--- src/design/tbp_pkg.sv ---
// Shared types, register codes and helpers of the tile bitplane packer.
`timescale 1ns / 1ps
package tbp_pkg;

	localparam int COLOR_W   = 24;
	localparam int TILES_W   = 6;
	localparam int CFG_IDX_W = 2;
	localparam int ADDR_W    = 13;
	localparam int ROW_LO_W  = 3;
	localparam int TILE_W    = ADDR_W - ROW_LO_W;
	localparam int PIX_W     = TILES_W + 3;
	localparam int CMP_W     = 11;
	localparam int Q_DEPTH   = 4;

	typedef enum logic [CFG_IDX_W-1:0] {
		REG_MASK_KEY     = 2'd0,
		REG_ZERO_COLOR   = 2'd1,
		REG_WIDTH_TILES  = 2'd2,
		REG_HEIGHT_TILES = 2'd3
	} cfg_reg_t;

	// Frame geometry and colors after reset values and clamping
	typedef struct packed {
		logic [COLOR_W-1:0] mask_key;
		logic [COLOR_W-1:0] zero_color;
		logic [TILES_W-1:0] width_tiles;
		logic [TILES_W-1:0] height_tiles;
	} cfg_t;

	// One packed byte pair waiting for its address
	typedef struct packed {
		logic [TILE_W-1:0]   tile_row;
		logic [TILE_W-1:0]   tile_col;
		logic [ROW_LO_W-1:0] row_lo;
		logic [7:0]          data_byte;
		logic [7:0]          mask_byte;
		logic                frame_last;
	} byte_item_t;

	// Zero reads as one tile, anything above the limit saturates
	function automatic logic [TILES_W-1:0] clamp_tiles(input logic [TILES_W-1:0] v,
			input int limit);
		logic [TILES_W-1:0] r;
		r = v;
		if (v == '0)
			r = TILES_W'(1);
		else if (int'(v) > limit)
			r = TILES_W'(limit);
		return r;
	endfunction

endpackage

--- src/design/tbp_if.sv ---
// Channel interfaces: pixel input, packed byte output, register writes.
`timescale 1ns / 1ps
interface tbp_pixel_if;
	logic       valid;
	logic       ready;
	logic [7:0] red;
	logic [7:0] green;
	logic [7:0] blue;

	modport source (output valid, red, green, blue, input ready);
	modport sink   (input valid, red, green, blue, output ready);
endinterface

interface tbp_byte_if;
	logic                      valid;
	logic                      ready;
	logic [tbp_pkg::ADDR_W-1:0] byte_address;
	logic [7:0]                data_byte;
	logic [7:0]                mask_byte;
	logic                      frame_last;

	modport source (output valid, byte_address, data_byte, mask_byte, frame_last,
		input ready);
	modport sink   (input valid, byte_address, data_byte, mask_byte, frame_last,
		output ready);
endinterface

interface tbp_cfg_if;
	logic                          valid;
	logic                          ready;
	logic [tbp_pkg::CFG_IDX_W-1:0] index;
	logic [tbp_pkg::COLOR_W-1:0]   data;

	modport source (output valid, index, data, input ready);
	modport sink   (input valid, index, data, output ready);
endinterface

--- src/design/tbp_front.sv ---
// Front end: classifies pixels, tracks position and packs eight bits per byte.
`timescale 1ns / 1ps
module tbp_front #(
	parameter int COL_W = 8,
	parameter int ROW_W = 8
) (
	input  logic                clk,
	input  logic                arst_n,
	tbp_pixel_if.sink           pixel,
	input  tbp_pkg::cfg_t       cfg,
	input  logic                q_full,
	output logic                q_push,
	output tbp_pkg::byte_item_t q_item
);
	import tbp_pkg::*;

	logic [COL_W-1:0]   col_q;
	logic [ROW_W-1:0]   row_q;
	logic [6:0]         data_sh_q;
	logic [6:0]         mask_sh_q;
	logic [COLOR_W-1:0] pix;
	logic               mbit;
	logic               dbit;
	logic [PIX_W-1:0]   wpix;
	logic [PIX_W-1:0]   hpix;
	logic               accept;
	logic               group_end;
	logic               line_end;
	logic               frame_end;

	// Classify the pixel: mask color wins over data
	assign pix  = {pixel.red, pixel.green, pixel.blue};
	assign mbit = (pix == cfg.mask_key);
	assign dbit = !mbit && (pix != cfg.zero_color);

	// Frame size in pixels and position tests
	assign wpix      = {cfg.width_tiles, 3'b000};
	assign hpix      = {cfg.height_tiles, 3'b000};
	assign line_end  = CMP_W'(col_q) >= (CMP_W'(wpix) - CMP_W'(1));
	assign frame_end = line_end && (CMP_W'(row_q) >= (CMP_W'(hpix) - CMP_W'(1)));
	assign group_end = (col_q[2:0] == 3'b111);

	assign pixel.ready = !q_full;
	assign accept      = pixel.valid && pixel.ready;
	assign q_push      = accept && group_end;

	// Build the byte item from the gathered bits and the current position
	always_comb begin
		q_item.tile_row   = TILE_W'(row_q >> 3);
		q_item.tile_col   = TILE_W'(col_q >> 3);
		q_item.row_lo     = row_q[2:0];
		q_item.data_byte  = {data_sh_q, dbit};
		q_item.mask_byte  = {mask_sh_q, mbit};
		q_item.frame_last = frame_end;
	end

	// Advance position and shift in bits; clear at group and line ends
	always_ff @(posedge clk or negedge arst_n) begin
		if (!arst_n) begin
			col_q     <= '0;
			row_q     <= '0;
			data_sh_q <= '0;
			mask_sh_q <= '0;
		end else if (accept) begin
			if (group_end || line_end) begin
				data_sh_q <= '0;
				mask_sh_q <= '0;
			end else begin
				data_sh_q <= {data_sh_q[5:0], dbit};
				mask_sh_q <= {mask_sh_q[5:0], mbit};
			end
			if (line_end) begin
				col_q <= '0;
				if (frame_end)
					row_q <= '0;
				else
					row_q <= row_q + ROW_W'(1);
			end else begin
				col_q <= col_q + COL_W'(1);
			end
		end
	end

	a_line_wrap: assert property (@(posedge clk) disable iff (!arst_n)
		accept && line_end |=> col_q == '0 && data_sh_q == '0 && mask_sh_q == '0)
		else $error("column or shift state not cleared at line end");

endmodule

--- src/design/tbp_queue.sv ---
// Short queue of byte items between the front and back ends.
`timescale 1ns / 1ps
module tbp_queue (
	input  logic                clk,
	input  logic                arst_n,
	input  logic                push,
	input  tbp_pkg::byte_item_t push_item,
	output logic                full,
	input  logic                pop,
	output logic                nonempty,
	output tbp_pkg::byte_item_t pop_item
);
	import tbp_pkg::*;

	localparam int PTR_W = $clog2(Q_DEPTH);
	localparam int CNT_W = $clog2(Q_DEPTH + 1);

	byte_item_t       store_q [Q_DEPTH];
	logic [PTR_W-1:0] wr_ptr_q;
	logic [PTR_W-1:0] rd_ptr_q;
	logic [CNT_W-1:0] count_q;

	assign full     = (count_q == CNT_W'(Q_DEPTH));
	assign nonempty = (count_q != '0);
	assign pop_item = store_q[rd_ptr_q];

	// Write storage
	always_ff @(posedge clk) begin
		if (push)
			store_q[wr_ptr_q] <= push_item;
	end

	// Track pointers and fill level
	always_ff @(posedge clk or negedge arst_n) begin
		if (!arst_n) begin
			wr_ptr_q <= '0;
			rd_ptr_q <= '0;
			count_q  <= '0;
		end else begin
			if (push)
				wr_ptr_q <= (wr_ptr_q == PTR_W'(Q_DEPTH - 1)) ? '0 : wr_ptr_q + PTR_W'(1);
			if (pop)
				rd_ptr_q <= (rd_ptr_q == PTR_W'(Q_DEPTH - 1)) ? '0 : rd_ptr_q + PTR_W'(1);
			if (push && !pop)
				count_q <= count_q + CNT_W'(1);
			else if (pop && !push)
				count_q <= count_q - CNT_W'(1);
		end
	end

	a_no_overflow: assert property (@(posedge clk) disable iff (!arst_n)
		!(push && full))
		else $error("push into full queue");

	a_no_underflow: assert property (@(posedge clk) disable iff (!arst_n)
		!(pop && !nonempty))
		else $error("pop from empty queue");

	a_count_bound: assert property (@(posedge clk) disable iff (!arst_n)
		count_q <= CNT_W'(Q_DEPTH))
		else $error("queue fill level out of range");

endmodule

--- src/design/tbp_back.sv ---
// Back end: forms the tile-order address and holds the result item.
`timescale 1ns / 1ps
module tbp_back (
	input  logic                      clk,
	input  logic                      arst_n,
	input  logic [tbp_pkg::TILES_W-1:0] width_tiles,
	input  logic                      q_nonempty,
	input  tbp_pkg::byte_item_t       q_item,
	output logic                      q_pop,
	tbp_byte_if.source                tile_byte
);
	import tbp_pkg::*;

	localparam int PROD_W = TILE_W + TILES_W;

	logic              out_valid_q;
	logic [ADDR_W-1:0] addr_q;
	logic [7:0]        data_q;
	logic [7:0]        mask_q;
	logic              last_q;
	logic [PROD_W-1:0] band_offset;
	logic [TILE_W-1:0] tile_index;
	logic              load;

	// Tile index = band * tiles per line + column tile, kept to the tile index width
	assign band_offset = PROD_W'(q_item.tile_row) * PROD_W'(width_tiles);
	assign tile_index  = band_offset[TILE_W-1:0] + q_item.tile_col;

	assign load  = q_nonempty && (!out_valid_q || tile_byte.ready);
	assign q_pop = load;

	// Hold the result until taken
	always_ff @(posedge clk or negedge arst_n) begin
		if (!arst_n)
			out_valid_q <= 1'b0;
		else if (load)
			out_valid_q <= 1'b1;
		else if (tile_byte.ready)
			out_valid_q <= 1'b0;
	end

	always_ff @(posedge clk) begin
		if (load) begin
			addr_q <= {tile_index, q_item.row_lo};
			data_q <= q_item.data_byte;
			mask_q <= q_item.mask_byte;
			last_q <= q_item.frame_last;
		end
	end

	assign tile_byte.valid        = out_valid_q;
	assign tile_byte.byte_address = addr_q;
	assign tile_byte.data_byte    = data_q;
	assign tile_byte.mask_byte    = mask_q;
	assign tile_byte.frame_last   = last_q;

	a_no_drop: assert property (@(posedge clk) disable iff (!arst_n)
		out_valid_q && !tile_byte.ready |=> out_valid_q && $stable(addr_q))
		else $error("result item lost while stalled");

endmodule

--- src/design/tile_bitplane_packer_core.sv ---
// Top level of the tile bitplane packer: registers, front, queue and back.
//
// Channel     Dir  Payload                                          Handshake
// pixel       in   red, green, blue                                 valid/ready
// tile_byte   out  byte_address, data_byte, mask_byte, frame_last   valid/ready
// cfg         in   index, data                                      valid/ready (always ready)
//
// One pixel per clock is accepted; every eighth pixel of a line gives one item.
// An item is written into the queue with its last pixel and then loaded into the
// output register; the front is limited only by the four-entry queue being full.
// Reset clears position, bits, queue and output valid; registers take their
// reset values (width 32 tiles, height 24 bands, colors zero).
// An output stall backs up through the queue to the pixel input.
`timescale 1ns / 1ps
module tile_bitplane_packer_core #(
	parameter int MAX_WIDTH  = 256,
	parameter int MAX_HEIGHT = 256
) (
	input  logic       clk,
	input  logic       arst_n,
	tbp_pixel_if.sink  pixel,
	tbp_byte_if.source tile_byte,
	tbp_cfg_if.sink    cfg
);
	import tbp_pkg::*;

	localparam int COL_W  = $clog2(MAX_WIDTH);
	localparam int ROW_W  = $clog2(MAX_HEIGHT);
	localparam int W_LIM  = (MAX_WIDTH / 8 == 0) ? 1 : MAX_WIDTH / 8;
	localparam int H_LIM  = (MAX_HEIGHT / 8 == 0) ? 1 : MAX_HEIGHT / 8;

	logic [COLOR_W-1:0] mask_key_q;
	logic [COLOR_W-1:0] zero_color_q;
	logic [TILES_W-1:0] width_tiles_q;
	logic [TILES_W-1:0] height_tiles_q;
	cfg_t               cfg_eff;
	byte_item_t         push_item;
	byte_item_t         pop_item;
	logic               q_full;
	logic               q_push;
	logic               q_pop;
	logic               q_nonempty;

	assign cfg.ready = 1'b1;

	// Register writes
	always_ff @(posedge clk or negedge arst_n) begin
		if (!arst_n) begin
			mask_key_q     <= '0;
			zero_color_q   <= '0;
			width_tiles_q  <= TILES_W'(32);
			height_tiles_q <= TILES_W'(24);
		end else if (cfg.valid && cfg.ready) begin
			unique case (cfg_reg_t'(cfg.index))
				REG_MASK_KEY:     mask_key_q     <= cfg.data;
				REG_ZERO_COLOR:   zero_color_q   <= cfg.data;
				REG_WIDTH_TILES:  width_tiles_q  <= cfg.data[TILES_W-1:0];
				REG_HEIGHT_TILES: height_tiles_q <= cfg.data[TILES_W-1:0];
				default: ;
			endcase
		end
	end

	// Clamp frame size to the supported range
	always_comb begin
		cfg_eff.mask_key     = mask_key_q;
		cfg_eff.zero_color   = zero_color_q;
		cfg_eff.width_tiles  = clamp_tiles(width_tiles_q, W_LIM);
		cfg_eff.height_tiles = clamp_tiles(height_tiles_q, H_LIM);
	end

	tbp_front #(
		.COL_W (COL_W),
		.ROW_W (ROW_W)
	) u_front (
		.clk    (clk),
		.arst_n (arst_n),
		.pixel  (pixel),
		.cfg    (cfg_eff),
		.q_full (q_full),
		.q_push (q_push),
		.q_item (push_item)
	);

	tbp_queue u_queue (
		.clk       (clk),
		.arst_n    (arst_n),
		.push      (q_push),
		.push_item (push_item),
		.full      (q_full),
		.pop       (q_pop),
		.nonempty  (q_nonempty),
		.pop_item  (pop_item)
	);

	tbp_back u_back (
		.clk         (clk),
		.arst_n      (arst_n),
		.width_tiles (cfg_eff.width_tiles),
		.q_nonempty  (q_nonempty),
		.q_item      (pop_item),
		.q_pop       (q_pop),
		.tile_byte   (tile_byte)
	);

endmodule
--- src/flat_wrapper.sv ---
// flat-port wrapper written by rule: the top's interface ports become plain ports
module tile_bitplane_packer_core_flat import tbp_pkg::*;
#(
	parameter int MAX_WIDTH  = 256,
	parameter int MAX_HEIGHT = 256
)
  (clk, arst_n, pixel_valid, pixel_red, pixel_green, pixel_blue, pixel_ready, tile_byte_valid, tile_byte_byte_address, tile_byte_data_byte, tile_byte_mask_byte, tile_byte_frame_last, tile_byte_ready, cfg_valid, cfg_index, cfg_data, cfg_ready);
  tbp_pixel_if pixel_i ();
  tbp_byte_if tile_byte_i ();
  tbp_cfg_if cfg_i ();
  input  logic clk;
  input  logic arst_n;
  input wire logic [$bits(pixel_i.valid)-1:0] pixel_valid;
  input wire logic [$bits(pixel_i.red)-1:0] pixel_red;
  input wire logic [$bits(pixel_i.green)-1:0] pixel_green;
  input wire logic [$bits(pixel_i.blue)-1:0] pixel_blue;
  output wire logic [$bits(pixel_i.ready)-1:0] pixel_ready;
  output wire logic [$bits(tile_byte_i.valid)-1:0] tile_byte_valid;
  output wire logic [$bits(tile_byte_i.byte_address)-1:0] tile_byte_byte_address;
  output wire logic [$bits(tile_byte_i.data_byte)-1:0] tile_byte_data_byte;
  output wire logic [$bits(tile_byte_i.mask_byte)-1:0] tile_byte_mask_byte;
  output wire logic [$bits(tile_byte_i.frame_last)-1:0] tile_byte_frame_last;
  input wire logic [$bits(tile_byte_i.ready)-1:0] tile_byte_ready;
  input wire logic [$bits(cfg_i.valid)-1:0] cfg_valid;
  input wire logic [$bits(cfg_i.index)-1:0] cfg_index;
  input wire logic [$bits(cfg_i.data)-1:0] cfg_data;
  output wire logic [$bits(cfg_i.ready)-1:0] cfg_ready;
  assign pixel_i.valid = pixel_valid;
  assign pixel_i.red = pixel_red;
  assign pixel_i.green = pixel_green;
  assign pixel_i.blue = pixel_blue;
  assign pixel_ready = pixel_i.ready;
  assign tile_byte_valid = tile_byte_i.valid;
  assign tile_byte_byte_address = tile_byte_i.byte_address;
  assign tile_byte_data_byte = tile_byte_i.data_byte;
  assign tile_byte_mask_byte = tile_byte_i.mask_byte;
  assign tile_byte_frame_last = tile_byte_i.frame_last;
  assign tile_byte_i.ready = tile_byte_ready;
  assign cfg_i.valid = cfg_valid;
  assign cfg_i.index = cfg_index;
  assign cfg_i.data = cfg_data;
  assign cfg_ready = cfg_i.ready;
  tile_bitplane_packer_core #(.MAX_WIDTH(MAX_WIDTH), .MAX_HEIGHT(MAX_HEIGHT)) u_core (.clk(clk), .arst_n(arst_n), .pixel(pixel_i), .tile_byte(tile_byte_i), .cfg(cfg_i));
endmodule
--- config.mk ---
export PLATFORM = sky130hd
export DESIGN_NAME = tile_bitplane_packer_core_flat
export DESIGN_NICKNAME = d
export VERILOG_FILES = /design/src/design/tbp_pkg.sv /design/src/design/tbp_if.sv /design/src/design/tbp_front.sv /design/src/design/tbp_queue.sv /design/src/design/tbp_back.sv /design/src/design/tile_bitplane_packer_core.sv /design/src/flat_wrapper.sv
export SDC_FILE = /design/constraint.sdc
export NUM_CORES = 1
export LEC_CHECK = 0
export BUFFER_PORTS_ARGS = -buffer_cell sky130_fd_sc_hd__buf_2
export CAP_MARGIN = 40
export CELL_PAD_IN_SITES_DETAIL_PLACEMENT = 1
export CELL_PAD_IN_SITES_GLOBAL_PLACEMENT = 2
export CORE_MARGIN = 10
export CORE_UTILIZATION = 35
export DETAILED_ROUTE_END_ITERATION = 12
export PLACE_DENSITY_LB_ADDON = 0.1
export SLEW_MARGIN = 20
export SYNTH_ARGS = -nofsm -noshare
export SYNTH_HDL_FRONTEND = slang
export SYNTH_SLANG_ARGS = --single-unit
--- constraint.sdc ---
create_clock -name clk -period 5.6 [get_ports clk]
set_clock_uncertainty 0.05 [all_clocks]
set_input_delay 0.56 -clock clk [delete_from_list [all_inputs] [get_ports clk]]
set_output_delay 0.56 -clock clk [all_outputs]
set_load 0.005 [all_outputs]
# Word level (Yosys, flattened, before mapping)
# Memory sizes are Yosys's and may differ from the RTL's.
# Index checks and enable logic that the tools add are counted.
# word_totals
register_bits	128
mem_bits_rw	120
input_bits	55
output_inout_bits	33
elab_cells	81
mem_count	1
# op_classes
n_addsub	9
mul	1
magnitude_cmp	4
eq_ne	9
muxes	16
reduce_logical	25
# mem_list
memory	words	word_bits	read_ports	rd_clocked_by_memory_dff	write_ports	line	text
u_core.u_queue.store_q	4	30	1	0	1	tbp_queue.sv:18	byte_item_t store_q [Q_DEPTH];
# ops
cell	n
$eq A24 B24 Y1	1
$mux W6	4
$ne A24 B24 Y1	1
$ge A8 B11 Y1	2
$sub A9 B1 Y10 const B	2
$add A8 B1 Y8 const B	2
$mux W8	2
$mux W7	2
$gt A6 B6 Y1 const B	2
$logic_not A6 Y1	2
$add A10 B10 Y10	1
$mul A10 B6 Y10	1
$reduce_and A2 Y1	5
$eq A2 B2 Y1 const B	4
$logic_and A1 B1 Y1	7
$eq A3 B3 Y1 const B	2
$mux W3	2
$logic_not A1 Y1	5
$add A2 B1 Y2 const B	2
$mux W1	4
$mux W2	2
$reduce_bool A2 Y1	2
$add A3 B1 Y3 const B	1
$reduce_bool A3 Y1	1
other kinds (4)	5

# Logic depth before layout (Yosys ltp)
# depth
depth_word	8
mapped_depth	18
mapped_depth_nobuf	16

# Cells and area by module
# Synthesis repeated with hierarchy kept, for this count alone.
# unflattened
cells_unflattened	854
hier_area_um2	13419.1
# by_module_without_submodules
mod	n_inst	cells_each	area_per_inst_um2	seq_area_each_um2
tbp_queue	1	247	6241.0	4979.8
tbp_front	1	266	2474.9	750.7
tile_bitplane_packer_core	1	146	2369.8	1505.2
tbp_back	1	195	2333.5	925.9

# Worst setup path after synthesis
# Ideal clock, no wire load.
# synth_path
kind	register to register
startpoint	reg u_core.u_queue.rd_ptr_q[0]
endpoint	reg u_core.u_back.addr_q[12], in the netlist u_core.u_back.tile_byte.byte_address[12], data pin
setup_time_ns	0.260
arrival_time_ns	4.257
required_ns	5.290
path_slack_ns	1.033
path_stages_with_launch	19
path_cell_list	dfrtp_1 buf_2 buf_4 mux2i_1 nand2_1 o21ai_1 nor2_1 fa_1 ha_1 inv_1 fa_1 fa_1 inv_1 ha_1 o21ai_1 a21boi_1 o21a_1 o41a_1 xnor2_1
# synth_via
elab_chain_len	3
# synth_lines
element	line	text
from (decl)	tbp_queue.sv:20	logic [PTR_W-1:0] rd_ptr_q;
from (signal assigned)	tbp_queue.sv:43	rd_ptr_q <= (rd_ptr_q == PTR_W'(Q_DEPTH - 1)) ? '0 : rd_ptr_q + PTR_W'(1);
$mem_v2 Z4 W30 *	n/a	
$mul A10 B6 Y10	tbp_back.sv:26	assign band_offset = PROD_W'(q_item.tile_row) * PROD_W'(width_tiles);
$add A10 B10 Y10 *	tbp_back.sv:27	assign tile_index = band_offset[TILE_W-1:0] + q_item.tile_col;
named net u_core.u_back.tile_index[9]	tbp_back.sv:22	logic [TILE_W-1:0] tile_index;
to (signal assigned)	tbp_back.sv:44	addr_q <= {tile_index, q_item.row_lo};
to (decl)	tbp_back.sv:17	logic [ADDR_W-1:0] addr_q;
# The timed path passes the listed nets; every way through them passes the cells marked *.
# A chain may end at the register's enable or synchronous reset.

# Worst setup path after layout
# Ends and elaborated chain as after synthesis.

==> results.yml <==
min_path:
  worst_hold_path_type: "input port to flop"
synth:
  synthTopCellsByArea: "edfxtp_1, dfrtp_1, mux2_2"
  ys_types: 61
  ys_warn_count: 0
  synthArstFlopShare: 0.395
  ys_seq_area_frac: 0.612
  synth_seq_cells: 248
  syn_avg_cell_area_um2: 15.4
  synth_top_area_share: 0.396
  synthesis.nets: 859
  postSynthCellCount: 741
  synth_edf_count: 150
  syn_area_mm2: 0.0114
  yosysTopAreaCell: "edfxtp_1"
  synth_ff_type: "edfxtp_1"
floorplanning:
  die_w_um: 200
  initial_core_util: 0.358
  die_area_mm2: 0.0401
  die_y_um: 200
  rows: 65
  ioPinCount: 88
  core_area_mm2: 0.0318
layout:
  final_common_cell: "edfxtp_1"
  final_area_mm2: 0.0133
  finalCoreUtilization: 0.419
  finalNetCount: 970
  stdcell_count: 1308
  mostFrequentLayoutCells: "edfxtp_1, dfrtp_1, buf_2"
  area_delta_synth_final_pct: 17.1
  diodes: 0
  drive_gt1_frac: 0.299
clock_network:
  cts_buffers: 28
  cts-root-buf: "clkbuf_16"
  cts_buffer_depth: 3
  hold_buffers: 1
  tritoncts: "done"
  clk_latency_ns: 0.56
  clkSinkCount: 248
  clkTransAtPathRegs_ns: 0.06
  cts_resized: 0
  h-tree-depth: 1
  post_cts_buffers: 0
power:
  p_leak_nw: 5.15
  powerDensity_mw_per_mm2: 496
  ir_worst_vdd_mv: 0.267
  power_mw: 6.61
critical_path:
  startpoint_type: "flop"
  crit_path_end: "u_core.u_back.tile_byte.byte_address[12]"
  r2r_cells: 15
  critPathMaxFanout: 9
  worstPathArrival_ns: 5.09
  worstSetupPathType: "flop to flop"
  reg2reg_from: "u_core.u_queue.rd_ptr_q[0]"
  cp.required_ns: 5.84
  reg2reg_to: "u_core.u_back.tile_byte.byte_address[12]"
  endpoint_kind: "flop"
  crit_start: "u_core.u_queue.rd_ptr_q[0]"
  reg2reg_setup_slack_ns: 0.75
grt:
  antenna_found_initial: 0
  overflow: 0
  grt_pass1_wl_um: 41200
  track_usage: 0.127
  grt_pass1_vias: 7361
  grt_start_max_net_pins: 54
place:
  dpl_cell_area_mm2: 0.0124
  dp_slack_ns: 0.748
  port_buffers: 86
  gp_congestion: 0.765
  dpl.cell_count: 1255
  hpwl_um: 18100
routing:
  via_count: 6398
  ant_nets: 0
  first_pass_iters: 4
  drt-total-wl_um: 25700
  drt-wirelength-per-cell_um: 19.7
  drc: 0
  routed_via_density: 4.89
  drtIter0Drc: 298
sta:
  fin_crit_sh: 0.865
  setup_tns_ns: 0
  fin_ws_ns: 0.754
  timing.hold.ws_ns: 0.159
  min_period_ns: 4.85
  rsz0062_at_grt: "no"
  slew_headroom: 0.528
  hold_violations: 0
  finalMaxSlewViolations: 0
  max_freq_mhz: 206
  worst_pin_slew_ns: 0.708
  setup-violations-final: 0
run:
  maxCapViolCount: 0
run_status:
  status: "finished, final reports clean"
-- how the worst min path moves through the flow --
stage                                startpoint                            end  slack (ns)  depth (start not counted)
floorplan                                arst_n       u_core.height_tiles_q[0]        0.21                          0
global placement    u_core.u_front.mask_sh_q[6]   u_core.u_queue.store_q[0][8]        0.46                          0
detailed placement      u_core.zero_color_q[16]        u_core.zero_color_q[16]        0.47                          1
CTS                             tile_byte_ready  u_core.u_back.tile_byte.valid        0.13                          2
global route                    tile_byte_ready  u_core.u_back.tile_byte.valid        0.16                          2
finish                          tile_byte_ready  u_core.u_back.tile_byte.valid        0.16                          2
-- where the power goes --
group / leakage (nW) / internal, mW / switching (mW)
Clock: 0.421 / 1.01 / 0.727
Combinational: 2.22 / 1.08 / 1.18
Sequential: 2.51 / 2.38 / 0.246
Total: 5.15 / 4.46 / 2.15
-- per-layer routing --
metal | part of all wire | track usage
met4 | 0.022 | 0.0360
met2 | 0.52 | 0.226
met3 | 0.031 | 0.0227
met5 | 0 | 0
met1 | 0.43 | 0.155
-- flip-flops by register name (all words and copies together), names as in the netlist, 6 cells and up --
signal,cells
u_core.height_tiles_q,6
u_core.mask_key_q,24
u_core.u_back.tile_byte.byte_address,13
u_core.u_back.tile_byte.data_byte,8
u_core.u_back.tile_byte.mask_byte,8
u_core.u_front.col_q,8
u_core.u_front.data_sh_q,7
u_core.u_front.mask_sh_q,7
u_core.u_front.row_q,8
u_core.u_queue.store_q,120
u_core.width_tiles_q,6
u_core.zero_color_q,24
-- Yosys cell counts, drive strengths merged, types with 5 or more instances --
| cell type | count |
|---|---|
| edfxtp | 150 |
| dfrtp | 95 |
| mux2 | 66 |
| ha | 48 |
| nor2 | 39 |
| xnor2 | 37 |
| nand2 | 34 |
| inv | 32 |
| xor2 | 28 |
| mux4 | 27 |
| buf | 17 |
| fa | 15 |
| o21ai | 15 |
| a22o | 14 |
| nand3 | 14 |
| a21oi | 10 |
| and2 | 10 |
| nand4 | 10 |
| and3 | 9 |
| nor4 | 9 |
| nor3 | 7 |
| nor2b | 5 |
| or3 | 5 |
-- cells by family after synthesis --
family	Yosys count	share of synthesized area
AO/OA/AOI/OAI	66	0.0475
XOR/XNOR	65	0.0500
adder cells (fa/ha/maj)	63	0.0792
buffers and inverters	50	0.0201
flip-flops	248	0.612
multiplexers	96	0.121
other	1	0.000330
AND/OR/NAND/NOR	152	0.0697
-- worst max-delay path, cell delays in order (launching register included) --
cell and delay, ns:
dfrtp_2 0.51, mux2_2 0.38, o21ai_1 0.36, nor2_1 0.13
fa_1 0.52, ha_1 0.30, inv_1 0.05, fa_1 0.50
fa_1 0.54, inv_1 0.04, ha_1 0.33, o21ai_1 0.12
a21boi_1 0.11, o21a_1 0.20, o41a_1 0.32, xnor2_1 0.13
-- layout make-up --
| cell class | instances | area, µm² |
|---|---|---|
| clock buffer | 37 | 764 |
| clock inverter | 14 | 120 |
| fill | 3217 | 18500 |
| inverter | 32 | 120 |
| multi-input combinational | 443 | 4210 |
| sequential | 248 | 6960 |
| tap | 435 | 544 |
| timing repair buffer | 99 | 598 |
(Power assumes the default switching activity.)
